## config.mk

```make
export PLATFORM = sky130hd
export DESIGN_NAME = header_tail_frame_parser_flat
export DESIGN_NICKNAME = d
export VERILOG_FILES = /design/src/rtl/core/htfp_pkg.sv /design/src/rtl/core/htfp_if.sv /design/src/rtl/core/htfp_cfg_regs.sv /design/src/rtl/core/htfp_parser.sv /design/src/rtl/core/htfp_out_reg.sv /design/src/rtl/core/header_tail_frame_parser.sv /design/src/flat_wrapper.sv
export VERILOG_INCLUDE_DIRS = /design/src /design/src/rtl/core
export SDC_FILE = /design/constraint.sdc
export NUM_CORES = 1
export LEC_CHECK = 0
export BUFFER_PORTS_ARGS = -buffer_cell sky130_fd_sc_hd__buf_2
export CELL_PAD_IN_SITES_DETAIL_PLACEMENT = 1
export CELL_PAD_IN_SITES_GLOBAL_PLACEMENT = 2
export CORE_MARGIN = 1
export CORE_UTILIZATION = 30
export CTS_BUF_LIST = sky130_fd_sc_hd__clkbuf_8
export CTS_CLUSTER_DIAMETER = 150
export CTS_CLUSTER_SIZE = 10
export DETAILED_ROUTE_END_ITERATION = 6
export PLACE_DENSITY = 0.59
export REMOVE_ABC_BUFFERS = 1
export SETUP_SLACK_MARGIN = 0.15
export SLEW_MARGIN = 30
export SYNTH_ARGS = -nofsm -noshare
export SYNTH_HDL_FRONTEND = slang
export SYNTH_HIERARCHICAL = 1
export SYNTH_SLANG_ARGS = --single-unit
```

## constraint.sdc

```tcl
create_clock -name i_clk -period 7.6 [get_ports i_clk]
set_clock_uncertainty 0.15 [all_clocks]
set_input_delay 1.9 -clock i_clk [delete_from_list [all_inputs] [get_ports i_clk]]
set_output_delay 1.9 -clock i_clk [all_outputs]
set_load 0.005 [all_outputs]
```

## src/rtl/core/assert_macros.svh

```systemverilog
// Assertion macros shared by the RTL files of the frame parser.
`ifndef ASSERT_MACROS_SVH
`define ASSERT_MACROS_SVH

// A property that must hold at every clock edge outside reset.
`define HTFP_ASSERT(label, clk, rst_n, prop) \
    label: assert property (@(posedge clk) disable iff (!rst_n) (prop)) \
        else $error("frame parser assertion failed");

// An implication whose consequent is checked in the cycle after the antecedent.
`define HTFP_ASSERT_NEXT(label, clk, rst_n, ante, cons) \
    label: assert property (@(posedge clk) disable iff (!rst_n) (ante) |=> (cons)) \
        else $error("frame parser assertion failed");

`endif

```

## src/rtl/core/htfp_pkg.sv

```systemverilog
`timescale 1ns / 1ps
// ----------------------------------------------------------------------------
// htfp_pkg
// Types and constants shared by the header/tail frame parser modules.
// ----------------------------------------------------------------------------
package htfp_pkg;

    // Received byte word.
    typedef struct packed {
        logic [7:0] rx_byte;
    } t_rx_word;

    // Result word: decoded target report.
    typedef struct packed {
        logic [15:0] coord_x;
        logic [15:0] coord_y;
        logic [7:0]  target_lost;
    } t_res_word;

    // Configuration register index and write word.
    typedef logic [1:0] t_reg_idx;

    localparam t_reg_idx REG_FIRST_HDR  = 2'd0;
    localparam t_reg_idx REG_SECOND_HDR = 2'd1;
    localparam t_reg_idx REG_TAIL       = 2'd2;

    typedef struct packed {
        t_reg_idx   reg_index;
        logic [7:0] wr_data;
    } t_cfg_word;

    // Current register settings handed to the parser.
    typedef struct packed {
        logic [7:0] first_hdr;
        logic [7:0] second_hdr;
        logic [7:0] tail;
    } t_cfg_regs;

    localparam logic [7:0] FIRST_HDR_RST  = 8'h2C;
    localparam logic [7:0] SECOND_HDR_RST = 8'h12;
    localparam logic [7:0] TAIL_RST       = 8'h5B;

    // Parse phase.
    typedef enum logic [1:0] {
        PH_HUNT = 2'd0,
        PH_HDR2 = 2'd1,
        PH_BODY = 2'd2
    } t_phase;

    // Frame positions that carry payload: bytes 2 through 6.
    localparam int BODY_FIRST = 2;
    localparam int BODY_BYTES = 5;

endpackage

```

## src/rtl/core/htfp_if.sv

```systemverilog
`timescale 1ns / 1ps
// ----------------------------------------------------------------------------
// htfp_if
// Valid/ready channels of the frame parser: received bytes, results and
// configuration writes.
// ----------------------------------------------------------------------------
interface htfp_rx_if
    import htfp_pkg::*;
    ();
    logic     valid;
    logic     ready;
    t_rx_word data;

    modport source (output valid, output data, input ready);
    modport sink   (input valid, input data, output ready);
endinterface

interface htfp_res_if
    import htfp_pkg::*;
    ();
    logic      valid;
    logic      ready;
    t_res_word data;

    modport source (output valid, output data, input ready);
    modport sink   (input valid, input data, output ready);
endinterface

interface htfp_cfg_if
    import htfp_pkg::*;
    ();
    logic      valid;
    logic      ready;
    t_cfg_word data;

    modport source (output valid, output data, input ready);
    modport sink   (input valid, input data, output ready);
endinterface

```

## src/rtl/core/htfp_cfg_regs.sv

```systemverilog
`timescale 1ns / 1ps
// ----------------------------------------------------------------------------
// htfp_cfg_regs
// Header and tail match registers, written through the configuration channel.
// ----------------------------------------------------------------------------
module htfp_cfg_regs
    import htfp_pkg::*;
(
    input  logic      i_clk,
    input  logic      i_rst_n,
    input  logic      i_wr_en,
    input  t_cfg_word i_wr_word,
    output t_cfg_regs o_regs
);

    t_cfg_regs r_regs;
    t_cfg_regs n_regs;

    // Decode the register index; an index past the list is ignored.
    always_comb begin
        n_regs = r_regs;
        if (i_wr_en) begin
            case (i_wr_word.reg_index)
                REG_FIRST_HDR:  n_regs.first_hdr  = i_wr_word.wr_data;
                REG_SECOND_HDR: n_regs.second_hdr = i_wr_word.wr_data;
                REG_TAIL:       n_regs.tail       = i_wr_word.wr_data;
                default:        n_regs            = r_regs;
            endcase
        end
    end

    always_ff @(posedge i_clk) begin
        if (!i_rst_n) begin
            r_regs.first_hdr  <= FIRST_HDR_RST;
            r_regs.second_hdr <= SECOND_HDR_RST;
            r_regs.tail       <= TAIL_RST;
        end else begin
            r_regs <= n_regs;
        end
    end

    assign o_regs = r_regs;

endmodule

```

## src/rtl/core/htfp_parser.sv

```systemverilog
`timescale 1ns / 1ps
`include "assert_macros.svh"
// ----------------------------------------------------------------------------
// htfp_parser
// Frame state machine: hunts for the two header bytes, counts the frame,
// keeps the payload bytes and checks the tail on the last byte.
// ----------------------------------------------------------------------------
module htfp_parser
    import htfp_pkg::*;
#(
    parameter int FRAME_BYTES = 8
) (
    input  logic       i_clk,
    input  logic       i_rst_n,
    input  logic       i_accept,
    input  logic [7:0] i_rx_byte,
    input  t_cfg_regs  i_regs,
    output logic       o_hit,
    output t_res_word  o_res
);

    localparam int CNT_W = $clog2(FRAME_BYTES + 1);
    localparam logic [CNT_W-1:0] LAST_IDX = CNT_W'(FRAME_BYTES - 1);

    t_phase           r_phase;
    t_phase           n_phase;
    logic [CNT_W-1:0] r_count;
    logic [CNT_W-1:0] n_count;
    logic [7:0]       r_body [BODY_BYTES];
    logic [7:0]       n_body [BODY_BYTES];
    logic             hit;

    // Next phase and count for the word that is accepted in this cycle.
    always_comb begin
        n_phase = r_phase;
        n_count = r_count;
        hit     = 1'b0;
        if (i_accept) begin
            case (r_phase)
                PH_HUNT: begin
                    if (i_rx_byte == i_regs.first_hdr) begin
                        n_phase = PH_HDR2;
                        n_count = CNT_W'(1);
                    end
                end
                PH_HDR2: begin
                    if (i_rx_byte == i_regs.second_hdr) begin
                        n_phase = PH_BODY;
                        n_count = CNT_W'(2);
                    end else begin
                        n_phase = PH_HUNT;
                        n_count = '0;
                    end
                end
                PH_BODY: begin
                    if (r_count == LAST_IDX) begin
                        // The current word is the tail of the frame.
                        hit     = (i_rx_byte == i_regs.tail);
                        n_phase = PH_HUNT;
                        n_count = '0;
                    end else begin
                        n_count = r_count + CNT_W'(1);
                    end
                end
                default: begin
                    n_phase = PH_HUNT;
                    n_count = '0;
                end
            endcase
        end
    end

    // Keep the payload bytes at their frame positions.
    always_comb begin
        for (int k = 0; k < BODY_BYTES; k++) begin
            n_body[k] = r_body[k];
            if (i_accept && r_phase == PH_BODY && r_count == CNT_W'(BODY_FIRST + k)) begin
                n_body[k] = i_rx_byte;
            end
        end
    end

    always_ff @(posedge i_clk) begin
        if (!i_rst_n) begin
            r_phase <= PH_HUNT;
            r_count <= '0;
        end else begin
            r_phase <= n_phase;
            r_count <= n_count;
        end
    end

    always_ff @(posedge i_clk) begin
        r_body <= n_body;
    end

    // Big-endian coordinates and the lost flag.
    assign o_hit             = hit;
    assign o_res.coord_x     = {r_body[0], r_body[1]};
    assign o_res.coord_y     = {r_body[2], r_body[3]};
    assign o_res.target_lost = r_body[4];

    // While hunting, no frame byte is held.
    `HTFP_ASSERT(a_hunt_count_zero, i_clk, i_rst_n, r_phase != PH_HUNT || r_count == '0)
    // The count never runs past the last frame position.
    `HTFP_ASSERT(a_count_bound, i_clk, i_rst_n, r_count <= LAST_IDX)
    // The second header position is left after one word.
    `HTFP_ASSERT_NEXT(a_hdr2_once, i_clk, i_rst_n,
        i_accept && r_phase == PH_HDR2, r_phase != PH_HDR2)

endmodule

```

## src/rtl/core/htfp_out_reg.sv

```systemverilog
`timescale 1ns / 1ps
`include "assert_macros.svh"
// ----------------------------------------------------------------------------
// htfp_out_reg
// Result register between the parser and the result channel.
// ----------------------------------------------------------------------------
module htfp_out_reg
    import htfp_pkg::*;
(
    input  logic      i_clk,
    input  logic      i_rst_n,
    input  logic      i_load,
    input  t_res_word i_res,
    input  logic      i_ready,
    output logic      o_free,
    output logic      o_valid,
    output t_res_word o_res
);

    logic      r_valid;
    logic      n_valid;
    t_res_word r_res;

    // The register can take a new word when it is empty or being drained.
    assign o_free = !r_valid || i_ready;

    always_comb begin
        n_valid = r_valid;
        if (i_load) begin
            n_valid = 1'b1;
        end else if (i_ready) begin
            n_valid = 1'b0;
        end
    end

    always_ff @(posedge i_clk) begin
        if (!i_rst_n) begin
            r_valid <= 1'b0;
        end else begin
            r_valid <= n_valid;
        end
    end

    always_ff @(posedge i_clk) begin
        if (i_load) begin
            r_res <= i_res;
        end
    end

    assign o_valid = r_valid;
    assign o_res   = r_res;

    // A held result is never overwritten before it is taken.
    `HTFP_ASSERT(a_no_overwrite, i_clk, i_rst_n, !(i_load && r_valid && !i_ready))
    // A loaded result is shown in the next cycle.
    `HTFP_ASSERT_NEXT(a_load_shows, i_clk, i_rst_n, i_load, r_valid)

endmodule

```

## src/rtl/core/header_tail_frame_parser.sv

```systemverilog
`timescale 1ns / 1ps
// ----------------------------------------------------------------------------
// header_tail_frame_parser
// Fixed-length serial frame parser with header and tail checks.
// ----------------------------------------------------------------------------
// The parser takes one received byte word per clock cycle. It looks for the
// first header byte, then needs the second header byte in the next word,
// collects FRAME_BYTES words in all and, when the last word equals the tail
// byte, delivers x, y and the lost flag in the next cycle. Each word is
// handled in the cycle it is accepted; the single result register sets the
// rate, so input is taken every cycle unless a result is waiting and the
// result channel is not ready. The user must write the match values through
// the configuration channel only while the parser is idle; nothing checks it.
module header_tail_frame_parser
    import htfp_pkg::*;
#(
    parameter int FRAME_BYTES = 8
) (
    input  logic             i_clk,
    input  logic             i_rst_n,
    htfp_rx_if.sink          i_rx,
    htfp_res_if.source       o_res,
    htfp_cfg_if.sink         i_cfg
);

    t_cfg_regs regs;
    t_res_word parse_res;
    logic      parse_hit;
    logic      out_free;
    logic      rx_accept;

    // Byte words are taken whenever the result register has room.
    assign i_rx.ready  = out_free;
    assign rx_accept   = i_rx.valid && out_free;
    assign i_cfg.ready = 1'b1;

    htfp_cfg_regs u_cfg_regs (
        .i_clk     (i_clk),
        .i_rst_n   (i_rst_n),
        .i_wr_en   (i_cfg.valid),
        .i_wr_word (i_cfg.data),
        .o_regs    (regs)
    );

    htfp_parser #(
        .FRAME_BYTES (FRAME_BYTES)
    ) u_parser (
        .i_clk     (i_clk),
        .i_rst_n   (i_rst_n),
        .i_accept  (rx_accept),
        .i_rx_byte (i_rx.data.rx_byte),
        .i_regs    (regs),
        .o_hit     (parse_hit),
        .o_res     (parse_res)
    );

    // The payload bytes are final when the tail word arrives, so the
    // tail byte itself is not needed in the result.
    t_res_word load_res;
    always_comb begin
        load_res = parse_res;
        if (rx_accept && FRAME_BYTES == BODY_FIRST + BODY_BYTES) begin
            load_res.target_lost = parse_res.target_lost;
        end
    end

    htfp_out_reg u_out_reg (
        .i_clk   (i_clk),
        .i_rst_n (i_rst_n),
        .i_load  (parse_hit),
        .i_res   (load_res),
        .i_ready (o_res.ready),
        .o_free  (out_free),
        .o_valid (o_res.valid),
        .o_res   (o_res.data)
    );

endmodule
```

## src/flat_wrapper.sv

```systemverilog
// flat-port wrapper written by rule: the top's interface ports become plain ports
module header_tail_frame_parser_flat import htfp_pkg::*;
#(
    parameter int FRAME_BYTES = 8
)
  (i_clk, i_rst_n, i_rx_valid, i_rx_data, i_rx_ready, o_res_valid, o_res_data, o_res_ready, i_cfg_valid, i_cfg_data, i_cfg_ready);
  htfp_rx_if i_rx_i ();
  htfp_res_if o_res_i ();
  htfp_cfg_if i_cfg_i ();
  input  logic i_clk;
  input  logic i_rst_n;
  input wire logic [$bits(i_rx_i.valid)-1:0] i_rx_valid;
  input wire logic [$bits(i_rx_i.data)-1:0] i_rx_data;
  output wire logic [$bits(i_rx_i.ready)-1:0] i_rx_ready;
  output wire logic [$bits(o_res_i.valid)-1:0] o_res_valid;
  output wire logic [$bits(o_res_i.data)-1:0] o_res_data;
  input wire logic [$bits(o_res_i.ready)-1:0] o_res_ready;
  input wire logic [$bits(i_cfg_i.valid)-1:0] i_cfg_valid;
  input wire logic [$bits(i_cfg_i.data)-1:0] i_cfg_data;
  output wire logic [$bits(i_cfg_i.ready)-1:0] i_cfg_ready;
  assign i_rx_i.valid = i_rx_valid;
  assign i_rx_i.data = i_rx_data;
  assign i_rx_ready = i_rx_i.ready;
  assign o_res_valid = o_res_i.valid;
  assign o_res_data = o_res_i.data;
  assign o_res_i.ready = o_res_ready;
  assign i_cfg_i.valid = i_cfg_valid;
  assign i_cfg_i.data = i_cfg_data;
  assign i_cfg_ready = i_cfg_i.ready;
  header_tail_frame_parser #(.FRAME_BYTES(FRAME_BYTES)) u_core (.i_clk(i_clk), .i_rst_n(i_rst_n), .i_rx(i_rx_i), .o_res(o_res_i), .i_cfg(i_cfg_i));
endmodule
```

==> impl_metrics.env, run 1 <==
export IMPL_htreeDepth=3
export IMPL_syn_to_final_growth_pct=16.35
export IMPL_syn_inst=274
export IMPL_leakagePower_nw=1.717
export IMPL_finalPower_mw=1.043
export IMPL_slew_headroom_pct=42.70
export IMPL_initial_core_util_pct=31.07
export IMPL_clkTransAtPathRegs_ns=0.10
export IMPL_num_fill_cells=1429
export IMPL_ys_types=44
export IMPL_dr_pass1_iters=4
export IMPL_syn_cell_area_um2=4164
export IMPL_place_hpwl_um=5554
export IMPL_rows=42
export IMPL_multi_input_area_um2=1046
export IMPL_grt_max_degree=45
export IMPL_async_flop_share_pct=0
export IMPL_start_kind="primary input"
export IMPL_critPathArrivalTime_ns=2.25
export IMPL_synthXorXnorAreaFrac_pct=4.417
export IMPL_synthMuxAreaShare_pct=5.048
export IMPL_port_buffer_count=64
export IMPL_synth_ff_latch_count=111
export IMPL_synthAdderAreaFrac_pct=1.202
export IMPL_cts_resized=0
export IMPL_synth_top_family_by_area="simple AND/OR/NAND/NOR gates"
export IMPL_maxSlewViolCount=0
export IMPL_post_route_cell_area_um2=4845
export IMPL_dieArea_um2=14360
export IMPL_route_detailed_drc=0
export IMPL_cts_root_buf="clkbuf_8"
export IMPL_worstPathMaxFanout=3
export IMPL_drive_gt1_share_pct=26.09
export IMPL_drv_cap=0
export IMPL_core_um2=13400
export IMPL_vdd_drop_max_mv=0.07403
export IMPL_synth_simple_gate_area_share_pct=10.61
export IMPL_layout_setup_ws_ns=3.298
export IMPL_fin_crit_ns=4.302
export IMPL_syn_mean_instance_area_um2=15.20
export IMPL_seq_area_um2=3023
export IMPL_ctsHoldBuffers=0
export IMPL_cp_cell_sequence="buf_2 > nand2b_4 > buf_2"
export IMPL_drt_iter0_drc=119
export IMPL_synth_edf_count=80
export IMPL_post_route_period_util_pct=56.61
export IMPL_clock_sinks=111
export IMPL_slowest_stage="nand2b_4"
export IMPL_cts_buffer_depth=2
export IMPL_setup_tns_ns=0
export IMPL_synth_seq_area_share_pct=72.60
export IMPL_boundaryPins=66
export IMPL_worstSetupPathType="in -> out"
export IMPL_clk_insertion_delay_late_ns=0.37
export IMPL_vias=2257
export IMPL_vias_per_cell=4.332
export IMPL_gp_congestion=0.6609
export IMPL_cts_setup_buffers=0
export IMPL_wirelength_um=8066
export IMPL_end_kind="output pin"
export IMPL_status="finished, final reports clean"
export IMPL_synth_flop_cell="edfxtp_1"
export IMPL_layout_nets=367
export IMPL_grt_use_total_pct=11.89
export IMPL_die_h_um=119.8
export IMPL_worstMarginPinSlew_ns=0.8558
export IMPL_die_x_um=119.8
export IMPL_grt_overflow=0
export IMPL_fmax_mhz=232.4
export IMPL_antenna_found_initial=0
export IMPL_finalSetupViolCount=0
export IMPL_post_dp_cell_area_um2=4651
export IMPL_cts_tree="built"
export IMPL_synth_compound_area_share_pct=3.636
export IMPL_critical_path_required_ns=5.55
export IMPL_cp_common_cell="buf_2"
export IMPL_hold_path_class="reg -> reg"
export IMPL_numCtsBuffers=9
export IMPL_grt_pass1_vias=2287
export IMPL_drt_wirelength_per_cell_um=15.48
export IMPL_grt_setup_unrepaired="false"
export IMPL_cellPowerDensity_nw_per_um2=215.4
export IMPL_grt_pass1_wl_um=12560
export IMPL_dp_slack_ns=3.294
export IMPL_antenna_cells=0
export IMPL_ant_nets=0
export IMPL_max_stage_delay_ns=0.13
export IMPL_hold_viol_final=0
export IMPL_ys_warn_count=6
-- logic make-up (layout without fill, tap and decap cells) --
family	count (synthesis)	in the layout
flops	111	111
other cells	1	1
compound gates	19	19
buf+inv	19	90
fa+ha+maj	4	4
xor+xnor	21	21
simple gates	78	78
mux	21	21
-- per-layer routing --
| layer | global-route usage (%) | up-vias | routed length [µm] |
|---|---|---|---|
| li1 | - | 1110 | - |
| met1 | 15.36 | 1075 | 3880 |
| met2 | 19.18 | 62 | 3719 |
| met3 | 2.329 | 10 | 320 |
| met4 | 5.625 | 0 | 145 |
| met5 | 0 | - | 0 |
-- cells in the final DEF, fill, tap and decap left out, types with 5 or more instances in the layout --
cell type / instances
edfxtp_1: 80
buf_2: 64
dfxtp_1: 31
nand2_1: 30
mux2i_1: 21
xnor2_1: 21
nor2b_1: 12
clkbuf_8: 9
inv_1: 8
and2_1: 7
nand3_1: 6
o211ai_1: 5
-- critical path, delay by kind of cell --
family	cells	cell delay, ns
buffers and inverters	2	0.22
and+or+nand+nor	1	0.13
-- synthesized netlist by cell type, drive strengths merged (3+ instances only) --
library cell / n / area, µm²
dfxtp: 31 / 620.6
mux2i: 21 / 210.2
buf: 10 / 66.30
nand2: 30 / 112.6
nand4: 3 / 18.77
ha: 4 / 50.05
inv: 9 / 33.78
o211ai: 5 / 37.54
nor3: 4 / 20.02
edfxtp: 80 / 2402
nor2b: 12 / 75.07
nand3: 6 / 30.03
o21ai: 3 / 15.01
and2: 7 / 43.79
xnor2: 21 / 183.9
-- state kept, by name, summed over array words and instances, names as in the netlist --
name	flops
u_core/u_cfg_regs/o_regs	24
u_core/u_out_reg/o_res	40
u_core/u_out_reg/o_valid	1
u_core/u_parser/o_res	40
u_core/u_parser/r_count	4
u_core/u_parser/r_phase	2
-- power by group --
| group | switching (mW) | leakage, nW | internal, mW |
|---|---|---|---|
| Combinational | 0.0265 | 0.650 | 0.0192 |
| Sequential | 0.00351 | 0.971 | 0.648 |
| Clock | 0.217 | 0.0959 | 0.129 |
| Total | 0.247 | 1.72 | 0.796 |
-- cell type report --
class                      count  share of cell area [%]
sequential                   111                   62.40
timing repair buffer          65                   6.767
inverter                       9                  0.6973
tap                          176                   4.545
multi-input combinational    144                   21.59
clock buffer                   9                   2.557
clock inverter                 7                   1.446
-- metrics by stage --
step	util (%)	hold WS (ns)	cells
4_1_cts	36.15	0.2818	521
3_5_place_dp	34.71	0.2556	505
6_report	36.15	0.2795	521
2_1_floorplan	-	0.2503	264
5_1_grt	36.15	0.2847	521
3_3_place_gp	34.71	0.2518	505
-- path summary, 6_finish.rpt --
| check | start | end | slack (ns) | cells after the start |
|---|---|---|---|---|
| setup / recovery | o_res_ready | i_rx_ready | 3.30 | 3 |
| hold / removal | u_core/u_parser/o_res[13] | u_core/u_out_reg/o_res[13] | 0.28 | 0 |
| setup reg to reg | u_core/u_out_reg/o_valid | u_core/u_out_reg/o_res[14] | 5.14 | 7 |
| hold reg to reg | u_core/u_parser/o_res[13] | u_core/u_out_reg/o_res[13] | 0.28 | 0 |
(Power assumes the default switching activity.)
==> run 2: changes to the inputs <==
--- a/config.mk
+++ b/config.mk
@@ -6,6 +6,7 @@
 export SDC_FILE = /design/constraint.sdc
 export NUM_CORES = 1
 export LEC_CHECK = 0
+export ABC_AREA = 1
 export BUFFER_PORTS_ARGS = -buffer_cell sky130_fd_sc_hd__buf_2
 export CELL_PAD_IN_SITES_DETAIL_PLACEMENT = 1
 export CELL_PAD_IN_SITES_GLOBAL_PLACEMENT = 2
@@ -15,7 +16,7 @@
 export CTS_CLUSTER_DIAMETER = 150
 export CTS_CLUSTER_SIZE = 10
 export DETAILED_ROUTE_END_ITERATION = 6
-export PLACE_DENSITY = 0.59
+export PLACE_DENSITY = 0.66
 export REMOVE_ABC_BUFFERS = 1
 export SETUP_SLACK_MARGIN = 0.15
 export SLEW_MARGIN = 30
==> constraint.sdc (replaced) <==
create_clock -name i_clk -period 3.53 [get_ports i_clk]
set_clock_uncertainty 0.15 [all_clocks]
set_input_delay 0.8825 -clock i_clk [delete_from_list [all_inputs] [get_ports i_clk]]
set_output_delay 0.8825 -clock i_clk [all_outputs]
set_load 0.005 [all_outputs]
==> run 2 against run 1 <==
Net effect: cell area increased by 3.9%; clock power up 110%; critical path depth up 9; final cell count is 24% higher; global-route usage increased by 1.7 points; worst setup slack got worse by 2.2 ns; register-to-register slack worse by 3.8 ns; combinational power rose to 2.7 times the previous value; flip-flop and latch count unchanged; critical path type is now in -> reg.
==> impl_metrics.env, run 2 <==
export IMPL_synth_area_leaders="edfxtp_1, dfxtp_1, nand2_1"
export IMPL_drt_wirelength_per_cell_um=14.45
export IMPL_route_detailed_drc=0
export IMPL_cts_root_buf="clkbuf_8"
export IMPL_die_h_um=122.0
export IMPL_hold_viol_final=0
export IMPL_post_dp_cell_area_um2=4843
export IMPL_p_int_mw=1.717
export IMPL_dieArea_um2=14880
export IMPL_layout_common_cells="nand2_1, edfxtp_1, buf_2"
export IMPL_cp_buffers_inverters=5
export IMPL_syn_cell_area_um2=4318
export IMPL_power_frac_clock_pct=32.2
export IMPL_vias_per_cell=4.420
export IMPL_grt_use_total_pct=13.61
export IMPL_gp_congestion=0.7813
export IMPL_status="finished, final reports clean"
export IMPL_cts_buffer_depth=2
export IMPL_antenna_found_initial=0
export IMPL_synth_top_area_share_pct=55.64
export IMPL_fmax_mhz=415.4
export IMPL_final_common_cell="nand2_1"
export IMPL_stdcell_count=645
export IMPL_synth_seq_area_share_pct=70.01
export IMPL_vdd_drop_max_mv=0.1593
export IMPL_port_buffer_count=64
export IMPL_clock_sinks=111
export IMPL_cp_cell_sequence="buf_2 > inv_1 > nand2_2 > nand2_1 > inv_1 > inv_1 > nor2_1 > nand2_1 > a211oi_1 > nand2_1 > nor2_4 > buf_12"
export IMPL_place_hpwl_um=6910
export IMPL_start_kind="primary input"
export IMPL_htreeDepth=3
export IMPL_syn_to_final_growth_pct=16.60
export IMPL_drv_cap=0
export IMPL_cts_setup_buffers=0
export IMPL_ctsHoldBuffers=0
export IMPL_ant_nets=0
export IMPL_initial_core_util_pct=30.99
export IMPL_power_frac_comb_pct=5.5
export IMPL_seqPwrFrac_pct=62.4
export IMPL_grt_pass1_wl_um=14720
export IMPL_setup_tns_ns=0
export IMPL_core_um2=13930
export IMPL_num_fill_cells=1586
export IMPL_slowest_stage="buf_12"
export IMPL_numPlacedInstances=629
export IMPL_grt_pass1_vias=2812
export IMPL_cts_resized=0
export IMPL_synth_common_cells="nand2_1, edfxtp_1, nor2_1, inv_1, dfxtp_1"
export IMPL_grt_max_degree=42
export IMPL_rows=43
export IMPL_finalSetupViolCount=0
export IMPL_syn_mean_instance_area_um2=11.04
export IMPL_finalPower_mw=2.268
export IMPL_ys_warn_count=6
export IMPL_synth_flop_cell="edfxtp_1"
export IMPL_min_from="u_core/u_parser/o_res[8]"
export IMPL_postLayoutCoreUtil_pct=36.13
export IMPL_dr_pass1_iters=4
export IMPL_hold_path_class="reg -> reg"
export IMPL_p_sw_mw=0.5513
export IMPL_boundaryPins=66
export IMPL_sw_frac_of_total_pct=24.31
export IMPL_startpoint="o_res_ready"
export IMPL_max_stage_delay_ns=0.23
export IMPL_worstMarginPinSlew_ns=0.7157
export IMPL_yosysTopAreaCell="edfxtp_1"
export IMPL_r2r_start="u_core/u_out_reg/o_valid"
export IMPL_clkTransAtPathRegs_ns=0.10
export IMPL_grt_overflow=0
export IMPL_grt_setup_unrepaired="false"
export IMPL_drt_iter0_drc=117
export IMPL_numCtsBuffers=9
export IMPL_syn_inst=391
export IMPL_antenna_cells=0
export IMPL_worstSetupPathType="in -> reg"
export IMPL_cts_tree="built"
export IMPL_crit_family="buffers and inverters"
export IMPL_ys_types=32
export IMPL_synth_ff_latch_count=111
export IMPL_worstPathMaxFanout=41
export IMPL_critPathArrivalTime_ns=2.33
export IMPL_async_flop_share_pct=0
export IMPL_maxSlewViolCount=0
export IMPL_critical_path_required_ns=3.46
export IMPL_wirelength_um=9323
export IMPL_slew_headroom_pct=52.11
export IMPL_clk_insertion_delay_late_ns=0.38
export IMPL_post_route_cell_area_um2=5035
export IMPL_leakagePower_nw=2.035
export IMPL_synth_edf_count=80
export IMPL_synthMostInstantiatedCell="nand2_1"
export IMPL_vias=2851
export IMPL_layout_nets=487
export IMPL_post_route_period_util_pct=68.19
export IMPL_cellPowerDensity_nw_per_um2=450.5
export IMPL_die_x_um=122.0
export IMPL_end_kind="flip-flop"
export IMPL_drive_gt1_share_pct=20.86
export IMPL_fin_crit_ns=2.407
## run 2: power groups by stage
stage                     Combinational, mW  Clock, mW  Sequential [mW]
after global placement                0.124          0             1.44
after floorplan                      0.0682          0             1.44
final                                 0.124      0.730             1.41
after global routing                  0.143      0.811             1.42
after detailed placement              0.127          0             1.44
after CTS                             0.127      0.770             1.41
## run 2: final timing paths
path	to	slack, ns	cells past startpoint
min reg2reg	u_core/u_out_reg/o_res[8]	0.28	0
min	u_core/u_out_reg/o_res[8]	0.28	0
max	u_core/u_out_reg/o_res[36]	1.12	12
max reg2reg	u_core/u_out_reg/o_res[36]	1.38	10
## run 2: through the flow
step | hold slack [ns] | setup WS (ns)
detailed placement | 0.2562 | 0.7251
floorplan | 0.2503 | -0.4594
CTS | 0.2813 | 1.136
finish | 0.2765 | 1.123
global placement | 0.2528 | 0.7783
global route | 0.2858 | 0.9471
## run 2: layer usage
layer / global-route usage, % / vias to the layer above / routed length [µm]
met1: 17.25 / 1343 / 4476
met3: 2.809 / 11 / 345
met2: 22.25 / 65 / 4323
met5: 0 / - / 0
li1: - / 1432 / -
met4: 6.250 / 0 / 178
## run 2: cell families after synthesis
group	after synthesis	synth area share (%)
other	1	0.08685
flip-flops	111	70.01
adder cells (fa/ha/maj)	4	1.159
buffers and inverters	58	5.709
XOR/XNOR	7	1.420
AO/OA/AOI/OAI	29	3.854
AND/OR/NAND/NOR	181	17.76
## run 2: area by class of cell
cell class	count	area (µm²)	share of cell area, %
Timing Repair Buffer	67	355.3	7.058
Inverter	49	183.9	3.653
Multi-Input combinational cell	222	1056	20.97
Sequential cell	111	3023	60.04
Tap cell	180	225.2	4.473
Clock buffer	9	123.9	2.460
Clock inverter	7	67.56	1.342
## run 2: worst register-to-register path: cells and delay by family, from the launching register on
family	cells	cell delay, ns
AND/OR/NAND/NOR	6	0.63
AO/OA/AOI/OAI	1	0.21
flip-flops	1	0.34
buffers and inverters	3	0.50
==> run 3: changes to the inputs <==
==> constraint.sdc (replaced) <==
create_clock -name i_clk -period 2 [get_ports i_clk]
set_clock_uncertainty 0.15 [all_clocks]
set_input_delay 0.5 -clock i_clk [delete_from_list [all_inputs] [get_ports i_clk]]
set_output_delay 0.5 -clock i_clk [all_outputs]
set_load 0.005 [all_outputs]
==> run 3 against run 2 <==
Net effect: first-iteration DRC count is 21% lower; flip-flop and latch count stayed put; hold slack worse by 0.054 ns; die area stayed put; sequential share of layout area is 5.0 points lower; final cell count is 6.0% higher; cell area is 9.4% higher; total power is 81% higher; count of clock-buffer cells in the layout stayed put.
==> impl_metrics.env, run 3 (synthesis results as in run 2) <==
export IMPL_seq_area_um2=3030
export IMPL_vias=3043
export IMPL_numCtsBuffers=9
export IMPL_stdcell_count=684
export IMPL_vias_per_cell=4.449
export IMPL_fin_crit_ns=1.946
export IMPL_finalSetupViolCount=0
export IMPL_leakagePower_nw=2.286
export IMPL_grt_use_total_pct=15.30
export IMPL_route_detailed_drc=0
export IMPL_antenna_found_initial=0
export IMPL_grt_pass1_wl_um=16650
export IMPL_dieArea_um2=14880
export IMPL_setup_tns_ns=0
export IMPL_vdd_drop_max_mv=0.2860
export IMPL_cts_buffer_depth=2
export IMPL_clock_sinks=111
export IMPL_status="finished, final reports clean"
export IMPL_die_x_um=122.0
export IMPL_min_from="i_cfg_data[0]"
export IMPL_gp_congestion=0.7183
export IMPL_cellPowerDensity_nw_per_um2=744.0
export IMPL_syn_to_final_growth_pct=27.59
export IMPL_dr_pass1_iters=4
export IMPL_hold_path_class="in -> reg"
export IMPL_start_kind="flip-flop"
export IMPL_r2r_slack_ns=0.05
export IMPL_grt_max_degree=22
export IMPL_drive_gt1_share_pct=30.75
export IMPL_htreeDepth=3
export IMPL_post_route_period_util_pct=97.29
export IMPL_drt_iter0_drc=93
export IMPL_boundaryPins=66
export IMPL_place_hpwl_um=7551
export IMPL_hold_path_cell_count=3
export IMPL_hold_viol_final=0
export IMPL_wirelength_um=10390
export IMPL_fmax_mhz=513.9
export IMPL_clk_insertion_delay_late_ns=0.39
export IMPL_grt_pass1_vias=3086
export IMPL_finalPower_mw=4.099
export IMPL_die_h_um=122.0
export IMPL_core_um2=13930
export IMPL_initial_core_util_pct=30.99
export IMPL_cts_root_buf="clkbuf_8"
export IMPL_ant_nets=0
export IMPL_end_kind="flip-flop"
export IMPL_maxSlewViolCount=0
export IMPL_critPathArrivalTime_ns=1.91
export IMPL_layout_common_cells="nand2_1, edfxtp_1, buf_2"
export IMPL_num_fill_cells=1567
export IMPL_multi_input_area_um2=1107
export IMPL_hold_path_endpoint="u_core/u_cfg_regs/o_regs[8]"
export IMPL_ctsHoldBuffers=0
export IMPL_worstPathMaxFanout=6
export IMPL_r2r_end="u_core/u_out_reg/o_res[36]"
export IMPL_cts_tree="built"
export IMPL_final_common_cell="nand2_1"
export IMPL_antenna_cells=0
export IMPL_rows=43
export IMPL_clkTransAtPathRegs_ns=0.11
export IMPL_grt_overflow=0
export IMPL_worstSetupPathType="reg -> reg"
export IMPL_reg2regPathDepth=12
export IMPL_drt_wirelength_per_cell_um=15.19
export IMPL_layout_nets=526
export IMPL_drv_cap=0
export IMPL_port_buffer_count=64
export IMPL_grt_setup_unrepaired="true"
export IMPL_numPlacedInstances=658
export IMPL_r2r_start="u_core/u_out_reg/o_valid"
export IMPL_critical_path_required_ns=1.96
==> run 3: layer usage <==
| layer | global-route usage (%) | vias to the layer above | part of all wire (%) |
|---|---|---|---|
| met3 | 2.622 | 13 | 3.2 |
| met1 | 19.90 | 1451 | 47 |
| li1 | - | 1513 | - |
| met4 | 6.944 | 0 | 1.9 |
| met5 | 0 | - | 0 |
| met2 | 24.86 | 66 | 48 |
==> run 3: report_power, final <==
group | switching (mW) | internal, mW | total, mW
registers | 0.0270 | 2.47 | 2.50
clock network | 0.848 | 0.492 | 1.34
logic | 0.159 | 0.102 | 0.260
total | 1.03 | 3.07 | 4.10
==> run 3: area by class of cell <==
type	instances	area share, %
clock buffers	9	2.248
clock inverters	7	1.317
inverters	49	3.384
multi-input cells	222	20.10
flip-flops and latches	111	55.01
well taps	180	4.088
repair buffers	106	13.85
==> run 3: critical path, cell delays in order, from the launching register on <==
cell and delay, ns:
dfxtp_2 0.34, nand2_2 0.07, nand2_2 0.05, inv_2 0.06, inv_2 0.05, nor2_4 0.11, nand2_2 0.08, a211oi_4 0.20
nand2_4 0.08, nor2_4 0.14, buf_6 0.15, buf_6 0.10, buf_12 0.10
==> run 3: worst max path at each step <==
| stage | to | slack, ns | cells past startpoint | start |
|---|---|---|---|---|
| after global placement | u_core/u_out_reg/o_res[12] | -0.24 | 8 | i_rx_data[3] |
| after detailed placement | u_core/u_out_reg/o_res[37] | -0.30 | 8 | i_rx_data[3] |
| final | u_core/u_out_reg/o_res[36] | 0.05 | 12 | u_core/u_out_reg/o_valid |
| after floorplan | u_core/u_out_reg/o_res[0] | -1.61 | 10 | o_res_ready |
| after CTS | u_core/u_out_reg/o_res[33] | 0.08 | 9 | u_core/u_cfg_regs/o_regs[1] |
| after global routing | u_core/u_out_reg/o_res[29] | -0.07 | 12 | u_core/u_out_reg/o_valid |
==> run 3: repair_timing <==
action,4_1_cts,5_1_grt
setup buffers,4,0
setup endpoints to repair,41,52
resized for setup,23,7
cloned,3,3
pin swaps,1,1
==> run 3: stage by stage <==
stage               hold slack [ns]  setup WS, ns  utilization, %  instance area [µm²]
finish                       0.2225       0.05417           39.53                 5509
global route                 0.2134      -0.06624           39.53                 5509
CTS                          0.2006       0.07931           38.96                 5429
detailed placement           0.2562       -0.3035           36.32                 5061
global placement             0.2510       -0.2433           36.32                 5061
floorplan                    0.2503        -1.607               -                 4255
